==> src/design/nbc_pkg.sv <==
`default_nettype none

package nbc_pkg;

    // stack geometry
    localparam int STACK_DEPTH = 64;
    localparam int ADDR_W      = (STACK_DEPTH > 1) ? $clog2(STACK_DEPTH) : 1;
    localparam int DEPTH_W     = $clog2(STACK_DEPTH + 1);

    // bus widths
    localparam int SYMBOL_W = 8;
    localparam int M_DATA_W = 8;

    // bracket characters
    localparam logic [SYMBOL_W-1:0] CH_OPEN_CURLY  = 8'h7B;
    localparam logic [SYMBOL_W-1:0] CH_OPEN_ROUND  = 8'h28;
    localparam logic [SYMBOL_W-1:0] CH_CLOSE_ROUND = 8'h29;
    localparam logic [SYMBOL_W-1:0] CH_CLOSE_CURLY = 8'h7D;

    // stack entry kinds
    localparam logic KIND_ROUND = 1'b0;
    localparam logic KIND_CURLY = 1'b1;

    typedef struct packed {
        logic overflow;
        logic balanced;
    } result_t;

endpackage

`default_nettype wire

==> src/design/nbc_ram.sv <==
`default_nettype none

module nbc_ram #(
    parameter int WIDTH = 1,
    parameter int DEPTH = 64
) (
    input  wire logic                                        aclk,
    input  wire logic                                        we,
    input  wire logic [((DEPTH > 1) ? $clog2(DEPTH) : 1)-1:0] waddr,
    input  wire logic [WIDTH-1:0]                            wdata,
    input  wire logic                                        re,
    input  wire logic [((DEPTH > 1) ? $clog2(DEPTH) : 1)-1:0] raddr,
    output logic      [WIDTH-1:0]                            rdata
);

    logic [WIDTH-1:0] mem [DEPTH];

    always_ff @(posedge aclk) begin
        if (we) begin
            mem[waddr] <= wdata;
        end
        if (re) begin
            rdata <= mem[raddr];
        end
    end

endmodule

`default_nettype wire

==> src/design/nbc_stack_ctrl.sv <==
`default_nettype none

module nbc_stack_ctrl (
    input  wire logic                            aclk,
    input  wire logic                            aresetn,
    input  wire logic                            in_acc,
    input  wire logic [nbc_pkg::SYMBOL_W-1:0]    symbol,
    input  wire logic                            has_symbol,
    input  wire logic                            last,
    output logic                                 res_valid,
    output nbc_pkg::result_t                     res
);

    // top of stack lives in top_reg or in the ram read register,
    // entries below it live in the ram
    logic [nbc_pkg::DEPTH_W-1:0] depth_reg, depth_next, depth_upd;
    logic                        failed_reg, failed_next, failed_upd;
    logic                        ovf_reg, ovf_next, ovf_upd;
    logic                        top_reg, top_next, top_upd;
    logic                        from_ram_reg, from_ram_next, from_ram_upd;

    logic                        top_kind;
    logic                        ram_rdata;
    logic                        do_push, do_pop;
    logic                        is_open, is_close, want_kind;
    logic [nbc_pkg::DEPTH_W-1:0] depth_m1, depth_m2;

    assign top_kind = from_ram_reg ? ram_rdata : top_reg;
    assign depth_m1 = depth_reg - nbc_pkg::DEPTH_W'(1);
    assign depth_m2 = depth_reg - nbc_pkg::DEPTH_W'(2);

    assign is_open   = (symbol == nbc_pkg::CH_OPEN_ROUND) || (symbol == nbc_pkg::CH_OPEN_CURLY);
    assign is_close  = (symbol == nbc_pkg::CH_CLOSE_ROUND) || (symbol == nbc_pkg::CH_CLOSE_CURLY);
    assign want_kind = (symbol == nbc_pkg::CH_CLOSE_CURLY) ? nbc_pkg::KIND_CURLY
                                                           : nbc_pkg::KIND_ROUND;

    always_comb begin
        depth_upd    = depth_reg;
        failed_upd   = failed_reg;
        ovf_upd      = ovf_reg;
        top_upd      = top_reg;
        from_ram_upd = from_ram_reg;
        do_push      = 1'b0;
        do_pop       = 1'b0;
        if (in_acc && has_symbol && !failed_reg) begin
            if (symbol == nbc_pkg::CH_OPEN_CURLY && depth_reg == '0) begin
                failed_upd = 1'b1;
            end else if (is_open) begin
                if (depth_reg == nbc_pkg::DEPTH_W'(nbc_pkg::STACK_DEPTH)) begin
                    failed_upd = 1'b1;
                    ovf_upd    = 1'b1;
                end else begin
                    do_push      = 1'b1;
                    depth_upd    = depth_reg + nbc_pkg::DEPTH_W'(1);
                    top_upd      = (symbol == nbc_pkg::CH_OPEN_CURLY) ? nbc_pkg::KIND_CURLY
                                                                      : nbc_pkg::KIND_ROUND;
                    from_ram_upd = 1'b0;
                end
            end else if (is_close) begin
                if (depth_reg == '0 || top_kind != want_kind) begin
                    failed_upd = 1'b1;
                end else begin
                    do_pop       = 1'b1;
                    depth_upd    = depth_m1;
                    from_ram_upd = 1'b1;
                end
            end
        end
    end

    // end of string clears everything but the stack contents
    always_comb begin
        if (in_acc && last) begin
            depth_next    = '0;
            failed_next   = 1'b0;
            ovf_next      = 1'b0;
            top_next      = top_upd;
            from_ram_next = 1'b0;
        end else begin
            depth_next    = depth_upd;
            failed_next   = failed_upd;
            ovf_next      = ovf_upd;
            top_next      = top_upd;
            from_ram_next = from_ram_upd;
        end
    end

    assign res_valid    = in_acc && last;
    assign res.balanced = !failed_upd && (depth_upd == '0);
    assign res.overflow = ovf_upd;

    always_ff @(posedge aclk) begin
        if (!aresetn) begin
            depth_reg    <= '0;
            failed_reg   <= 1'b0;
            ovf_reg      <= 1'b0;
            from_ram_reg <= 1'b0;
        end else begin
            depth_reg    <= depth_next;
            failed_reg   <= failed_next;
            ovf_reg      <= ovf_next;
            from_ram_reg <= from_ram_next;
        end
    end

    always_ff @(posedge aclk) begin
        top_reg <= top_next;
    end

    // push spills the old top, pop prefetches the entry that becomes top
    nbc_ram #(
        .WIDTH(1),
        .DEPTH(nbc_pkg::STACK_DEPTH)
    ) u_stack_ram (
        .aclk  (aclk),
        .we    (do_push && depth_reg != '0),
        .waddr (depth_m1[nbc_pkg::ADDR_W-1:0]),
        .wdata (top_kind),
        .re    (do_pop),
        .raddr (depth_m2[nbc_pkg::ADDR_W-1:0]),
        .rdata (ram_rdata)
    );

endmodule

`default_nettype wire

==> src/design/nbc_out_buf.sv <==
`default_nettype none

module nbc_out_buf (
    input  wire logic              aclk,
    input  wire logic              aresetn,
    input  wire logic              push,
    input  nbc_pkg::result_t       push_res,
    output logic                   full,
    output logic                   out_valid,
    input  wire logic              out_ready,
    output nbc_pkg::result_t       out_res
);

    logic             main_v_reg, main_v_next;
    logic             skid_v_reg, skid_v_next;
    nbc_pkg::result_t main_reg, main_next;
    nbc_pkg::result_t skid_reg, skid_next;
    logic             pop;

    assign pop = main_v_reg && out_ready;

    always_comb begin
        main_v_next = main_v_reg;
        skid_v_next = skid_v_reg;
        main_next   = main_reg;
        skid_next   = skid_reg;
        if (pop) begin
            main_v_next = skid_v_reg;
            main_next   = skid_reg;
            skid_v_next = 1'b0;
        end
        if (push) begin
            if (!main_v_next) begin
                main_v_next = 1'b1;
                main_next   = push_res;
            end else begin
                skid_v_next = 1'b1;
                skid_next   = push_res;
            end
        end
    end

    always_ff @(posedge aclk) begin
        if (!aresetn) begin
            main_v_reg <= 1'b0;
            skid_v_reg <= 1'b0;
        end else begin
            main_v_reg <= main_v_next;
            skid_v_reg <= skid_v_next;
        end
    end

    always_ff @(posedge aclk) begin
        main_reg <= main_next;
        skid_reg <= skid_next;
    end

    assign full      = skid_v_reg;
    assign out_valid = main_v_reg;
    assign out_res   = main_reg;

endmodule

`default_nettype wire

==> src/design/nested_bracket_checker_unit.sv <==
`default_nettype none

// nested bracket checker: one character per input transaction on the s_ channel,
// with s_tdata carrying the character, s_tuser marking it as present and s_tlast
// closing the string. round and curly brackets must nest properly, a curly opening
// at depth zero fails, and failure sticks until the end of the string.
// the transaction with s_tlast yields one result transaction on the m_ channel:
// balanced in bit 0 and stack overflow in bit 1 of m_tdata.
// throughput is one character per cycle while s_tready is high, as each character
// does at most one push or pop on the stack ram; the top entry is held in a register
// and a pop prefetches the next one from the ram, so back-to-back pops never wait on
// the ram read. each result is registered in the output buffer ahead of m_tvalid.
// results wait in a two-entry output buffer; s_tready drops only while both entries
// are held, so a stalled receiver stops the input after two pending strings.
// reset clears the depth counter, the sticky flags and the output buffer; stack ram
// contents are left alone as an entry is only read after it was pushed in the string,
// so no clearing pass is needed and s_tready is high straight after reset

module nested_bracket_checker_unit (
    input  wire logic        aclk,
    input  wire logic        aresetn,
    // input character channel
    input  wire logic        s_tvalid,
    output logic             s_tready,
    input  wire logic [7:0]  s_tdata,   // [7:0] symbol
    input  wire logic        s_tuser,   // [0] has_symbol
    input  wire logic        s_tlast,   // last character of the string
    // result channel
    output logic             m_tvalid,
    input  wire logic        m_tready,
    output logic [7:0]       m_tdata    // [0] balanced, [1] overflow, [7:2] zero
);

    logic             s_acc;
    logic             res_valid;
    nbc_pkg::result_t res;
    nbc_pkg::result_t out_res;
    logic             buf_full;

    // input transaction taken whenever the skid entry is free
    assign s_tready = !buf_full;
    assign s_acc    = s_tvalid && s_tready;

    // stack control with its ram
    nbc_stack_ctrl u_stack_ctrl (
        .aclk       (aclk),
        .aresetn    (aresetn),
        .in_acc     (s_acc),
        .symbol     (s_tdata),
        .has_symbol (s_tuser),
        .last       (s_tlast),
        .res_valid  (res_valid),
        .res        (res)
    );

    // result register plus skid entry
    nbc_out_buf u_out_buf (
        .aclk      (aclk),
        .aresetn   (aresetn),
        .push      (res_valid),
        .push_res  (res),
        .full      (buf_full),
        .out_valid (m_tvalid),
        .out_ready (m_tready),
        .out_res   (out_res)
    );

    assign m_tdata = {(nbc_pkg::M_DATA_W - 2)'(0), out_res.overflow, out_res.balanced};

    // skid entry only fills behind a held result
    assert property (@(posedge aclk) disable iff (!aresetn) !s_tready |-> m_tvalid)
        else $error("output buffer skid entry full without a pending result");

    // a string end always leaves a result valid next cycle
    assert property (@(posedge aclk) disable iff (!aresetn)
        (s_tvalid && s_tready && s_tlast) |=> m_tvalid)
        else $error("no result after last character");

    // overflow never reported as balanced
    assert property (@(posedge aclk) disable iff (!aresetn)
        (m_tvalid && m_tdata[1]) |-> !m_tdata[0])
        else $error("overflow reported together with balanced");

    // without a string end no new result may appear
    assert property (@(posedge aclk) disable iff (!aresetn)
        (!m_tvalid && !(s_tvalid && s_tready && s_tlast)) |=> !m_tvalid)
        else $error("result appeared without a last character");

endmodule

`default_nettype wire

==> config.mk <==
export PLATFORM = sky130hd
export DESIGN_NAME = nested_bracket_checker_unit
export DESIGN_NICKNAME = d
export VERILOG_FILES = /design/src/design/nbc_pkg.sv /design/src/design/nbc_ram.sv /design/src/design/nbc_stack_ctrl.sv /design/src/design/nbc_out_buf.sv /design/src/design/nested_bracket_checker_unit.sv
export SDC_FILE = /design/constraint.sdc
export NUM_CORES = 1
export LEC_CHECK = 0
export BUFFER_PORTS_ARGS = -buffer_cell sky130_fd_sc_hd__buf_2
export CORE_AREA = 10 10 97 99
export CTS_CLUSTER_DIAMETER = 60
export DETAILED_ROUTE_END_ITERATION = 7
export DIE_AREA = 0 0 107 109
export GPL_ROUTABILITY_DRIVEN = 0
export PLACE_DENSITY_LB_ADDON = 0.2
export SLEW_MARGIN = 20
export SYNTH_ARGS = -nofsm -noshare
export SYNTH_HDL_FRONTEND = slang
export SYNTH_HIERARCHICAL = 1
export SYNTH_SLANG_ARGS = --single-unit
==> constraint.sdc <==
create_clock -name aclk -period 4.1 [get_ports aclk]
set_input_delay 0.615 -clock aclk [delete_from_list [all_inputs] [get_ports aclk]]
set_output_delay 0.615 -clock aclk [all_outputs]
set_load 0.02 [all_outputs]
==> metrics <==
Syn Std Cell Area=between 4000 and 5000 um2; CTS tree=built; post-synthesis sequential area ratio=0.536; per-cell routed wire length=between 15 and 20 um; Core Region=around 7500 um2; hpwl dp=around 6.4 mm; Clock Path Buffers=2; fmax=0.308 GHz; vias in the first global route=approximately 2.9k; Worst EP arrival=~3.5 ns; full die area=about 12000 um2; setup TNS=0 ns; YS warnings=6; initial antenna violation count=0; Routed Antenna Nets=0; Reg clk slew, reported paths=roughly 0.080 ns; final hold vios=0; CP required=4.40 ns; Iteration-0 DRC Markers=~230; power share of the combinational group=0.026; Final Cycle Share=0.791; Setup CP Type=flop to flop; area grow syn2layout=8.23%; IO Pins=24; Async S/R FF share, synth=0; cts hold-fix bufs=0; commonest non-fill, non-tap cells in the layout=nor2_1, edfxtp_1, nand2_1; Sw Pwr=between 0.3 and 0.4 mW; largest net degree at the start of global routing=65; CTS H-Tree Depth=3; clk sinks=a little over 80; dpl cells=about 480; clock tree root buffer cell=clkbuf_8; Die Height=109 um; via count=just under 3k; setup violators final=0; cell internal pwr=between 1 and 1.5 mW; worst clock skew=0.0131 ns; Site Rows=32; Startpoint Class=flop; Post-synth EDFFs=68; sw frac=0.215; cts bufs inserted=9; Worst Setup End Kind=flop; post-synthesis register bit count=82; number of diodes=0; measured slew at the worst slew-check pin=about 0.68 ns; chip width=107 um; grt total ovfl=0; slowest cell delay on critical path=0.51 ns; crit-path cells=inv_1 -> ha_1 -> or4b_4 -> or2_4 -> o211a_1 -> and3_1 -> a211oi_2 -> nand4_1 -> nor4_2 -> mux2_4; status=finished, final reports clean; Via density=between 5 and 6; RSZ-0062 raised after global routing=no; first-pass GRT wire length=14.8 mm; Peak supply drop=0.315 mV; max_cap viols=0; routed wire length=just over 9 mm; slowest CP cell=inv_1; Cell Pwr Density=roughly 340 nW/um2; postcts setup bufs=0; max FFs per register=64; Non-Filler Instances=between 400 and 500; Leakage=roughly 1.4 nW; Final min period=~3.2 ns; initial core utilization=0.575; clock latency at the later pin of the worst-skew pair=0.36 ns; worst reg2reg setup slack=0.86 ns; Hold Path Class=flop to flop; Crit Path Max Fanout=19; Clock power frac=0.418; most common cell after layout, fill and taps aside=nor2_1; share of cells above drive strength 1=0.168; Mapped Cells=between 300 and 400; Final nets=just over 400; synthesized area per cell=around 12 um2; drt drc=0; Seq pwr share=0.556; fillers=620; Rel. slew slack=0.541; port bufs=17; CTS-repair resized insts=0; max-slew violations=0; GR Util All Layers=0.166; Cell variety after synth=70; number of iterations in the first detailed-routing pass=4; top_reg_cell synth=edfxtp_1
## cells by family after synthesis
logic type                 Yosys count  share of synthesized area
buffers and inverters               33                     0.0404
and+or+nand+nor                    175                      0.202
adders and majority gates            6                     0.0173
other                                1                   0.000866
DFF                                 82                      0.536
muxes                               23                      0.112
AOI/OAI and AO/OA                   45                     0.0757
xor gates and xnor gates             8                     0.0162
## synthesized netlist by cell type (all sizes together) (3+ instances only)
| library cell | instances | area (um2) |
|---|---|---|
| a21o | 3 | 22.5 |
| a21oi | 14 | 73.8 |
| a22oi | 3 | 22.5 |
| and3 | 6 | 37.5 |
| buf | 13 | 100 |
| clkbuf | 11 | 41.3 |
| dfxtp | 14 | 280 |
| edfxtp | 68 | 2040 |
| ha | 6 | 75.1 |
| inv | 9 | 33.8 |
| mux2 | 5 | 63.8 |
| mux4 | 17 | 409 |
| nand2 | 21 | 81.3 |
| nand2b | 5 | 31.3 |
| nand3 | 11 | 55.1 |
| nand3b | 4 | 30.0 |
| nand4 | 8 | 50.1 |
| nor2 | 85 | 319 |
| nor2b | 11 | 68.8 |
| nor3 | 4 | 25.0 |
| o21ai | 4 | 20.0 |
| or2 | 4 | 27.5 |
| xnor2 | 4 | 35.0 |
| xor2 | 4 | 35.0 |
## power by group through the flow
stage | clock (mW) | combinational, mW | sequential, mW
finish | 0.671 | 0.0420 | 0.891
global route | 0.728 | 0.0465 | 0.892
CTS | 0.683 | 0.0419 | 0.891
detailed placement | 0 | 0.0416 | 0.911
global placement | 0 | 0.0411 | 0.910
floorplan | 0 | 0.0284 | 0.912
## final timing paths
check	cells after the start	to	from
hold reg to reg	2	u_stack_ctrl/from_ram_reg$_SDFFE_PP0P_	u_stack_ctrl/from_ram_reg$_SDFFE_PP0P_
setup reg to reg	10	u_out_buf/out_res[0]$_DFF_P_	u_stack_ctrl/depth_reg[1]$_SDFF_PP0_
hold / removal	2	u_stack_ctrl/from_ram_reg$_SDFFE_PP0P_	u_stack_ctrl/from_ram_reg$_SDFFE_PP0P_
setup / recovery	10	u_out_buf/out_res[0]$_DFF_P_	u_stack_ctrl/depth_reg[1]$_SDFF_PP0_
## through the flow
stage / power, mW / instance area, um2 / setup slack [ns] / hold slack (ns) / util
floorplan: 0.941 / 4350 / 1.40 / 0.441 / -
global placement: 0.952 / 4460 / 0.946 / 0.482 / 0.592
detailed placement: 0.952 / 4460 / 0.851 / 0.487 / 0.592
CTS: 1.62 / 4690 / 0.886 / 0.499 / 0.623
global route: 1.67 / 4690 / 0.691 / 0.512 / 0.623
finish: 1.60 / 4690 / 0.858 / 0.500 / 0.623
## routing by layer
layer	up-vias	part of all wire	wire (um)	track usage
met2	81	0.51	4740	0.281
met3	19	0.053	485	0.0513
met4	0	0.023	214	0.0629
met5	-	0	0	0
li1	1398	-	-	-
met1	1430	0.41	3790	0.196
## layout make-up
class / instances / area, um2 / share of cell area
clock buffers: 9 / 124 / 0.0264
clock inverters: 7 / 105 / 0.0224
inverters: 9 / 33.8 / 0.00721
multi-input cells: 263 / 1850 / 0.395
flip-flops and latches: 82 / 2320 / 0.495
well taps: 102 / 128 / 0.0272
repair buffers: 22 / 123 / 0.0262
## worst max-delay path: cells and delay by family, from the launching register on
kind	cells	cell delay, ns
adder cells (fa/ha/maj)	1	0.26
buffers and inverters	1	0.51
AND/OR/NAND/NOR	5	1.40
AO/OA/AOI/OAI	2	0.48
flip-flops	1	0.35
multiplexers	1	0.19
No activity file was read; power rests on OpenSTA's default activity.
